`src/rtl/assert_macros.svh`:
```
// Assertion helper macros for the SHA-1 digest block.
// Included by the modules that carry concurrent checks.
`ifndef ASSERT_MACROS_SVH
`define ASSERT_MACROS_SVH

// same-cycle implication
`define SHA1D_ASSERT_IMP(lbl, clk, rst, ante, cons) \
  lbl: assert property (@(posedge clk) disable iff (rst) (ante) |-> (cons)) \
    else $error("assertion failed");

// next-cycle implication
`define SHA1D_ASSERT_NEXT(lbl, clk, rst, ante, cons) \
  lbl: assert property (@(posedge clk) disable iff (rst) (ante) |=> (cons)) \
    else $error("assertion failed");

`endif

```
`src/rtl/sha1d_pkg.sv`:
```
// Shared types, constants and round functions for the SHA-1 digest block.
// No dependencies.
package sha1d_pkg;

  localparam logic [31:0] H0_INIT = 32'h67452301;
  localparam logic [31:0] H1_INIT = 32'hEFCDAB89;
  localparam logic [31:0] H2_INIT = 32'h98BADCFE;
  localparam logic [31:0] H3_INIT = 32'h10325476;
  localparam logic [31:0] H4_INIT = 32'hC3D2E1F0;

  localparam logic [31:0] K_R0 = 32'h5A827999;
  localparam logic [31:0] K_R1 = 32'h6ED9EBA1;
  localparam logic [31:0] K_R2 = 32'h8F1BBCDC;
  localparam logic [31:0] K_R3 = 32'hCA62C1D6;

  localparam logic [7:0] PAD_MARK_BYTE = 8'h80;
  localparam logic [7:0] ADDR_CLEAR    = 8'hFE;
  localparam logic [7:0] ADDR_SET      = 8'h02;

  localparam logic [6:0] ROUND_LAST = 7'd79;
  localparam logic [5:0] FILL_FULL  = 6'd63;
  localparam logic [5:0] FILL_LEN   = 6'd56;
  localparam logic [2:0] OUT_LAST   = 3'd4;

  localparam logic MODE_DIGEST  = 1'b0;
  localparam logic MODE_ADDRESS = 1'b1;

  typedef enum logic [2:0] {
    ST_IDLE,
    ST_ROUND,
    ST_ADD,
    ST_PAD_MARK,
    ST_PAD_ZERO,
    ST_OUT
  } state_t;

  typedef struct packed {
    logic load_byte;
    logic pad_mark;
    logic pad_zero;
    logic pad_len;
    logic round;
    logic add;
    logic out_load;
    logic restart;
  } cmd_t;

  typedef struct packed {
    logic [5:0] fill;
    logic       round_last;
    logic       out_free;
    logic       out_final;
  } status_t;

  function automatic logic [31:0] rotl32(input logic [31:0] v, input int unsigned s);
    rotl32 = (v << s) | (v >> (32 - s));
  endfunction

  function automatic logic [31:0] round_f(input logic [6:0] r, input logic [31:0] b,
                                          input logic [31:0] c, input logic [31:0] d);
    priority if (r < 7'd20) begin
      round_f = (b & c) | (~b & d);
    end else if (r < 7'd40) begin
      round_f = b ^ c ^ d;
    end else if (r < 7'd60) begin
      round_f = (b & c) | (b & d) | (c & d);
    end else begin
      round_f = b ^ c ^ d;
    end
  endfunction

  function automatic logic [31:0] round_k(input logic [6:0] r);
    priority if (r < 7'd20) begin
      round_k = K_R0;
    end else if (r < 7'd40) begin
      round_k = K_R1;
    end else if (r < 7'd60) begin
      round_k = K_R2;
    end else begin
      round_k = K_R3;
    end
  endfunction

endpackage

```
`src/rtl/sha1d_ctrl.sv`:
```
// Sequencer for the SHA-1 digest block: byte intake, padding, rounds, output.
// Depends on sha1d_pkg and assert_macros.svh.
`include "assert_macros.svh"

module sha1d_ctrl import sha1d_pkg::*; (
  input  logic    clk,
  input  logic    rst,
  input  logic    in_valid,
  input  logic    no_data,
  input  logic    last_byte,
  output logic    in_ready,
  input  status_t status,
  output cmd_t    cmd
);

  state_t state, state_next;
  logic finishing, finishing_next;
  logic marked, marked_next;
  logic final_blk, final_blk_next;
  logic accept;
  logic has_byte;

  assign accept   = in_valid && (state == ST_IDLE);
  assign has_byte = !no_data;
  assign in_ready = (state == ST_IDLE);

  always_ff @(posedge clk) begin
    if (rst) begin
      state     <= ST_IDLE;
      finishing <= 1'b0;
      marked    <= 1'b0;
      final_blk <= 1'b0;
    end else begin
      state     <= state_next;
      finishing <= finishing_next;
      marked    <= marked_next;
      final_blk <= final_blk_next;
    end
  end

  // next state and sequencing flags
  always_comb begin
    state_next     = state;
    finishing_next = finishing;
    marked_next    = marked;
    final_blk_next = final_blk;
    unique case (state)
      ST_IDLE: begin
        if (accept) begin
          finishing_next = last_byte;
          priority if (has_byte && status.fill == FILL_FULL) begin
            state_next = ST_ROUND;
          end else if (last_byte) begin
            state_next = ST_PAD_MARK;
          end else begin
            state_next = ST_IDLE;
          end
        end
      end
      ST_ROUND: begin
        if (status.round_last) begin
          state_next = ST_ADD;
        end
      end
      ST_ADD: begin
        priority if (final_blk) begin
          state_next = ST_OUT;
        end else if (finishing && !marked) begin
          state_next = ST_PAD_MARK;
        end else if (finishing) begin
          state_next = ST_PAD_ZERO;
        end else begin
          state_next = ST_IDLE;
        end
      end
      ST_PAD_MARK: begin
        marked_next = 1'b1;
        state_next  = (status.fill == FILL_FULL) ? ST_ROUND : ST_PAD_ZERO;
      end
      ST_PAD_ZERO: begin
        priority if (status.fill == FILL_LEN) begin
          final_blk_next = 1'b1;
          state_next     = ST_ROUND;
        end else if (status.fill == FILL_FULL) begin
          state_next = ST_ROUND;
        end else begin
          state_next = ST_PAD_ZERO;
        end
      end
      ST_OUT: begin
        if (status.out_free && status.out_final) begin
          state_next     = ST_IDLE;
          finishing_next = 1'b0;
          marked_next    = 1'b0;
          final_blk_next = 1'b0;
        end
      end
      default: begin
        state_next = ST_IDLE;
      end
    endcase
  end

  // datapath commands
  always_comb begin
    cmd = '0;
    unique case (state)
      ST_IDLE: begin
        cmd.load_byte = accept && has_byte;
      end
      ST_ROUND: begin
        cmd.round = 1'b1;
      end
      ST_ADD: begin
        cmd.add = 1'b1;
      end
      ST_PAD_MARK: begin
        cmd.pad_mark = 1'b1;
      end
      ST_PAD_ZERO: begin
        cmd.pad_len  = (status.fill == FILL_LEN);
        cmd.pad_zero = (status.fill != FILL_LEN);
      end
      ST_OUT: begin
        cmd.out_load = status.out_free;
        cmd.restart  = status.out_free && status.out_final;
      end
      default: begin
        cmd = '0;
      end
    endcase
  end

  `SHA1D_ASSERT_NEXT(a_round_to_add, clk, rst, state == ST_ROUND && status.round_last, state == ST_ADD)

endmodule

```
`src/rtl/sha1d_datapath.sv`:
```
// Datapath of the SHA-1 digest block: message window, round unit, chaining
// words, counters and output register. Depends on sha1d_pkg, assert_macros.svh.
`include "assert_macros.svh"

module sha1d_datapath import sha1d_pkg::*; (
  input  logic        clk,
  input  logic        rst,
  input  cmd_t        cmd,
  output status_t     status,
  input  logic [7:0]  data_byte,
  input  logic        cfg_write,
  input  logic        cfg_mode,
  output logic        out_valid,
  input  logic        out_ready,
  output logic [47:0] result_value,
  output logic        result_last
);

  logic [511:0] msg, msg_next;
  logic [5:0]   fill;
  logic [63:0]  bit_count;
  logic [6:0]   round_idx;
  logic [2:0]   out_idx;
  logic         mode;
  logic [31:0]  chain [5];
  logic [31:0]  work  [5];
  logic [31:0]  chain_sum [5];
  logic [31:0]  w_new;
  logic [31:0]  t_sum;
  logic [7:0]   shift_byte;
  logic [47:0]  addr;
  logic         out_free;
  logic         out_final;

  assign out_free  = !out_valid || out_ready;
  assign out_final = (mode == MODE_ADDRESS) || (out_idx == OUT_LAST);

  assign status.fill       = fill;
  assign status.round_last = (round_idx == ROUND_LAST);
  assign status.out_free   = out_free;
  assign status.out_final  = out_final;

  // window holds W[t..t+15], word 0 in the top bits
  assign w_new = rotl32(msg[95:64] ^ msg[255:224] ^ msg[447:416] ^ msg[511:480], 1);
  assign t_sum = rotl32(work[0], 5) + round_f(round_idx, work[1], work[2], work[3])
               + work[4] + round_k(round_idx) + msg[511:480];

  always_comb begin
    for (int i = 0; i < 5; i++) begin
      chain_sum[i] = chain[i] + work[i];
    end
  end

  always_comb begin
    priority if (cmd.load_byte) begin
      shift_byte = data_byte;
    end else if (cmd.pad_mark) begin
      shift_byte = PAD_MARK_BYTE;
    end else begin
      shift_byte = 8'h00;
    end
  end

  always_comb begin
    priority if (cmd.round) begin
      msg_next = {msg[479:0], w_new};
    end else if (cmd.pad_len) begin
      msg_next = {msg[447:0], bit_count};
    end else if (cmd.load_byte || cmd.pad_mark || cmd.pad_zero) begin
      msg_next = {msg[503:0], shift_byte};
    end else begin
      msg_next = msg;
    end
  end

  assign addr = {((chain[0][31:24] & ADDR_CLEAR) | ADDR_SET), chain[0][23:0],
                 chain[1][31:16]};

  always_ff @(posedge clk) begin
    msg <= msg_next;
    if (cmd.out_load) begin
      result_value <= (mode == MODE_ADDRESS) ? addr : {16'h0000, chain[out_idx]};
      result_last  <= out_final;
    end
  end

  always_ff @(posedge clk) begin
    if (rst || cmd.restart) begin
      chain[0]  <= H0_INIT;
      chain[1]  <= H1_INIT;
      chain[2]  <= H2_INIT;
      chain[3]  <= H3_INIT;
      chain[4]  <= H4_INIT;
      work[0]   <= H0_INIT;
      work[1]   <= H1_INIT;
      work[2]   <= H2_INIT;
      work[3]   <= H3_INIT;
      work[4]   <= H4_INIT;
      fill      <= '0;
      bit_count <= '0;
      round_idx <= '0;
    end else begin
      if (cmd.load_byte || cmd.pad_mark || cmd.pad_zero) begin
        fill <= fill + 6'd1;
      end else if (cmd.pad_len) begin
        fill <= '0;
      end
      if (cmd.load_byte) begin
        bit_count <= bit_count + 64'd8;
      end
      if (cmd.round) begin
        round_idx <= status.round_last ? 7'd0 : round_idx + 7'd1;
        work[0]   <= t_sum;
        work[1]   <= work[0];
        work[2]   <= rotl32(work[1], 30);
        work[3]   <= work[2];
        work[4]   <= work[3];
      end
      if (cmd.add) begin
        for (int i = 0; i < 5; i++) begin
          chain[i] <= chain_sum[i];
          work[i]  <= chain_sum[i];
        end
      end
    end
  end

  always_ff @(posedge clk) begin
    if (rst) begin
      mode      <= MODE_DIGEST;
      out_valid <= 1'b0;
      out_idx   <= '0;
    end else begin
      if (cfg_write) begin
        mode <= cfg_mode;
      end
      if (cmd.out_load) begin
        out_valid <= 1'b1;
        out_idx   <= out_final ? 3'd0 : out_idx + 3'd1;
      end else if (out_ready) begin
        out_valid <= 1'b0;
      end
    end
  end

  `SHA1D_ASSERT_NEXT(a_round_wrap, clk, rst, cmd.round && round_idx == ROUND_LAST, round_idx == 7'd0)
  `SHA1D_ASSERT_NEXT(a_last_flag, clk, rst, cmd.out_load && out_final, out_valid && result_last)
  `SHA1D_ASSERT_IMP(a_round_full_block, clk, rst, cmd.round, fill == 6'd0)

endmodule

```
`src/rtl/sha1_hash_mac_derive.sv`:
```
// Top level of the streaming SHA-1 digest / address derivation block.
// Depends on sha1d_pkg, sha1d_ctrl and sha1d_datapath.
//
// Input channel (in_valid/in_ready): one word per message byte, data_byte,
// or an end marker with no_data set; last_byte ends the message.
// Output channel (out_valid/out_ready): output_mode 0 gives five digest
// words H0..H4 in result_value[31:0]; mode 1 gives one 48-bit locally
// administered unicast address. result_last flags the final word.
// Config channel (cfg_valid/cfg_ready, output_mode): always ready; write it
// only while the block is idle.
// Timing: bytes enter one per cycle while idle; the 64th byte of a block
// starts a compression (80 rounds on the single round unit plus the
// chaining add). On the last word, padding shifts in one byte per cycle
// (held while a block compresses) and the 8-byte length at once; one or
// two more compressions run; results then leave one per cycle while accepted.
// A stalled receiver holds the output register and the block waits before
// emitting; after the final word is loaded a new message may start.
// Reset (rst, synchronous) restores the initial chaining values, clears the
// byte and bit counters and sets output_mode to 0.
module sha1_hash_mac_derive import sha1d_pkg::*; (
  input  logic        clk,
  input  logic        rst,
  input  logic        in_valid,
  output logic        in_ready,
  input  logic [7:0]  data_byte,
  input  logic        no_data,
  input  logic        last_byte,
  output logic        out_valid,
  input  logic        out_ready,
  output logic [47:0] result_value,
  output logic        result_last,
  input  logic        cfg_valid,
  output logic        cfg_ready,
  input  logic        output_mode
);

  cmd_t    cmd;
  status_t status;

  assign cfg_ready = 1'b1;

  sha1d_ctrl u_ctrl (
    .clk       (clk),
    .rst       (rst),
    .in_valid  (in_valid),
    .no_data   (no_data),
    .last_byte (last_byte),
    .in_ready  (in_ready),
    .status    (status),
    .cmd       (cmd)
  );

  sha1d_datapath u_datapath (
    .clk          (clk),
    .rst          (rst),
    .cmd          (cmd),
    .status       (status),
    .data_byte    (data_byte),
    .cfg_write    (cfg_valid && cfg_ready),
    .cfg_mode     (output_mode),
    .out_valid    (out_valid),
    .out_ready    (out_ready),
    .result_value (result_value),
    .result_last  (result_last)
  );

endmodule
```
`config.mk`:
```
export PLATFORM = sky130hd
export DESIGN_NAME = sha1_hash_mac_derive
export DESIGN_NICKNAME = d
export VERILOG_FILES = /design/src/rtl/sha1d_pkg.sv /design/src/rtl/sha1d_ctrl.sv /design/src/rtl/sha1d_datapath.sv /design/src/rtl/sha1_hash_mac_derive.sv
export VERILOG_INCLUDE_DIRS = /design/src /design/src/rtl
export SDC_FILE = /design/constraint.sdc
export NUM_CORES = 2
export LEC_CHECK = 0
export BUFFER_PORTS_ARGS = -buffer_cell sky130_fd_sc_hd__buf_2
export CORE_MARGIN = 1
export CORE_UTILIZATION = 55
export CTS_CLUSTER_DIAMETER = 40
export DETAILED_ROUTE_END_ITERATION = 8
export PLACE_DENSITY = 0.8
export SLEW_MARGIN = 20
export SYNTH_ARGS = -nofsm -noshare
export SYNTH_HDL_FRONTEND = slang
export SYNTH_SLANG_ARGS = --single-unit
export TNS_END_PERCENT = 100
```
`constraint.sdc`:
```
create_clock -name clk -period 26.2 [get_ports clk]
set_input_delay 1.31 -clock clk [delete_from_list [all_inputs] [get_ports clk]]
set_output_delay 1.31 -clock clk [all_outputs]
set_load 0.1 [all_outputs]
```
==> results.toml <==
[synthesis]
synth.area.top_cells = "edfxtp_1 45%, mux2i_1 10%, o21ai_0 5.7%"
synth_top_area_share_pct = 45.2
ys_warn_count = 0
ys.flop_type = "edfxtp_1"
synth_edf_count = 880
synth_cell_types = 93
syn_avg_cell_area_um2 = 10.7
synthArstFlopShare_pct = 0
synthCells = 5437
synth_nets = 5775
synth.cell_area_um2 = 58400
yosys_register_bits = 968
seq_area_frac_synth_pct = 48.2
yosysTopAreaCell = "edfxtp_1"

[global_routing]
track_usage_pct = 28.4
grt_first_pass_wirelength_um = 236000
antenna_found_initial = 3
grtUsageMet3_pct = 6.21
grt_overflow = 0
top_usage_layer = "met2"
grt_pass1_vias = 41549
grt_start_max_net_pins = 308
met1_usage_pct = 37.5
grtUsageMet2_pct = 44.7

[worst_setup_path]
endpoint_kind = "flop"
worstPathRequired_ns = 26.70
arrival_ns = 7.94
start_kind = "flop"
reg2reg_depth = 24
crit_type = "flop to flop"
r2r-start = "u_datapath.round_idx[4]$_SDFFE_PP0P_"
worst-path-max-fanout = 21
rrSetupSlack_ns = 18.76
reg2reg_to = "u_datapath.work[0][28]$_DFFE_PP_"

[layout]
nets = 5756
syn_to_final_growth_pct = 10.9
final_cell_area_um2 = 64800
drive_above_1_share_pct = 7.83
layout_commonest_cell = "edfxtp_1"
most-common-layout-cells = "880 x edfxtp_1, 746 x nand2_1, 670 x o21ai_0"

[timing]
period_share_pct = 28.4
hold_ws_ns = 0.499
max_freq_mhz = 134
period_needed_ns = 7.44
rsz0062_at_grt = "no"
slew_headroom_pct = 23.7
hold_viol = 0
worstMarginPinSlew_ns = 1.14
drv_slew = 0
finalSetupViolCount = 0
fin_tns_setup_ns = 0
fin_skew_ns = 0.0351

[cts]
cts_resized = 0
post_cts_buffers = 0
cts.sinks = 968
cts_buffers = 141
cts-root-buf = "clkbuf_16"
cts_buffer_depth = 3
htreeDepth = 4
holdBufCountCts = 0
cts_tree = "yes"
clk_pin_slew_ns = 0.06
insertion_delay_ns = 0.76

[floorplan]
die_y_um = 328
num_io_pins = 68
die_w_um = 328
start_util_pct = 55.5
rows = 119
core_area_um2 = 105000
dieArea_um2 = 108000

[worst_hold_path]
holdPathStages = 2
hold_end = "u_ctrl.marked$_SDFFE_PP0P_"
min-delay-start = "u_ctrl.marked$_SDFFE_PP0P_"
hold_class = "flop to flop"

[route]
wl_um = 154000
wl_per_cell_um = 22.2
vias = 42662
drt-initial-drc-count = 4778
antenna_left = 0
drtPass1Iterations = 9
drc = 0
via_per_inst = 6.16

[placement]
post_dp_cell_area_um2 = 59900
hpwl_um = 108000
portBuffers = 65
routabilityCongestion = 0.989

[pwr]
p_leak_nw = 22.7
p_int_mw = 5.20
peakVddDrop_mv = 0.113
seqPwrFrac_pct = 36.4
comb_power_share_pct = 41.4
cellPowerDensity_nw_per_um2 = 135
netSwitchingFraction_pct = 40.6
clkPwrFrac_pct = 22.2
p_switching_mw = 3.55

[status]
status = "completed"

[job]
drv_cap = 0
layer usage:
metal,vias to the layer above,routed length (µm)
met5,-,0
met4,0,7150
met1,20657,60600
li1,19780,-
met3,340,15000
met2,1885,71100
cell usage after synthesis, types with 11 or more instances:
library cell,count
a21oi_1,190
o21a_1,74
o31ai_1,11
o21ai_0,670
edfxtp_1,880
a21o_1,145
nand2b_1,45
nor3_1,39
o211ai_1,24
and2_1,45
dfxtp_1,88
buf_1,26
or3_1,39
a211oi_1,24
inv_1,253
fa_1,119
a31oi_1,12
xor2_1,109
ha_1,203
a221o_1,20
nand3_1,73
o21bai_1,25
buf_2,11
and3_1,42
xnor2_1,173
nor2_1,252
mux4_2,32
nor2b_1,31
nand2_1,748
a21boi_0,13
nand4_1,24
clkbuf_1,227
mux2i_1,586
nor3b_1,14
cells by family (layout without fill, tap and decap cells):
group,count (synthesis),in the layout,synth area share [%]
other cells,2,5,0.0129
xor+xnor,282,282,4.23
mux,618,618,11.3
simple gates,1400,1400,10.7
flops,968,968,48.2
fa+ha+maj,322,322,8.42
compound gates,1322,1322,13.7
buf+inv,523,618,3.41
power groups by stage:
stage               Sequential (mW)  Combinational (mW)  Clock (mW)
floorplan                      3.22                2.73           0
global placement               3.17                3.41           0
detailed placement             3.19                3.52           0
CTS                            3.16                3.57        1.96
global route                   3.24                4.03        2.03
finish                         3.18                3.62        1.94
worst max-delay path, cell delays in order (launching register included):
cell and delay, ns:
dfxtp_1 0.45, and3_1 0.23, a21oi_1 0.20, nand2_1 0.14, buf_4 0.31, inv_1 0.07, buf_4 0.22, nor2_2 0.12
clkinv_1 0.65, o221a_2 0.52, fa_1 0.50, fa_1 0.56, inv_1 0.06, fa_1 0.53, inv_1 0.04, ha_1 0.34
and2_1 0.20, nand2_1 0.07, nor2_1 0.11, and3_1 0.17, a21oi_1 0.14, o311ai_0 0.71, a21oi_1 0.23, o2111a_1 0.28
or3_1 0.31
sequential cells by signal, summed over array words and instances (netlist names), named ones only:
| signal | count |
|---|---|
| u_ctrl.marked | 1 |
| u_datapath.out_idx | 3 |
| u_datapath.out_valid | 1 |
| u_datapath.result_last | 1 |
| u_ctrl.finishing | 1 |
| u_datapath.msg | 512 |
| u_datapath.bit_count | 61 |
| u_datapath.round_idx | 7 |
| u_datapath.result_value | 47 |
| u_datapath.mode | 1 |
| u_datapath.fill | 6 |
| u_datapath.chain | 160 |
| u_ctrl.final_blk | 1 |
| u_ctrl.state | 3 |
| u_datapath.work | 160 |
cell type report:
| type | instances | area, µm² |
|---|---|---|
| Timing Repair Buffer | 105 | 717 |
| Multi-Input combinational cell | 3946 | 28300 |
| Fill cell | 8094 | 40500 |
| Antenna cell | 3 | 7.51 |
| Tap cell | 1391 | 1740 |
| Clock inverter | 96 | 1110 |
| Clock buffer | 161 | 3750 |
| Inverter | 256 | 961 |
| Sequential cell | 968 | 28200 |
how the worst max path moves through the flow:
stage | cells after the start | slack, ns | startpoint | endpoint
CTS | 24 | 18.91 | u_datapath.round_idx[4]$_SDFFE_PP0P_ | u_datapath.work[0][28]$_DFFE_PP_
floorplan | 4 | 4.67 | in_valid | u_datapath.msg[0]$_DFFE_PP_
global route | 25 | 18.40 | u_datapath.round_idx[4]$_SDFFE_PP0P_ | u_datapath.work[0][31]$_DFFE_PP_
global placement | 24 | 19.07 | u_datapath.round_idx[4]$_SDFFE_PP0P_ | u_datapath.work[0][28]$_DFFE_PP_
finish | 24 | 18.76 | u_datapath.round_idx[4]$_SDFFE_PP0P_ | u_datapath.work[0][28]$_DFFE_PP_
detailed placement | 24 | 18.98 | u_datapath.round_idx[4]$_SDFFE_PP0P_ | u_datapath.work[0][28]$_DFFE_PP_
stage by stage:
step / setup slack [ns] / std cells / power (mW) / utilization, %
6_report: 18.76 / 6926 / 8.75 / 61.6
5_1_grt: 18.40 / 6925 / 9.29 / 61.6
4_1_cts: 18.91 / 6922 / 8.69 / 61.5
3_3_place_gp: 19.07 / 6665 / 6.58 / 56.9
2_1_floorplan: 4.67 / 5437 / 5.95 / -
3_5_place_dp: 18.98 / 6665 / 6.70 / 56.9
Power figures use the tool's default switching activity.
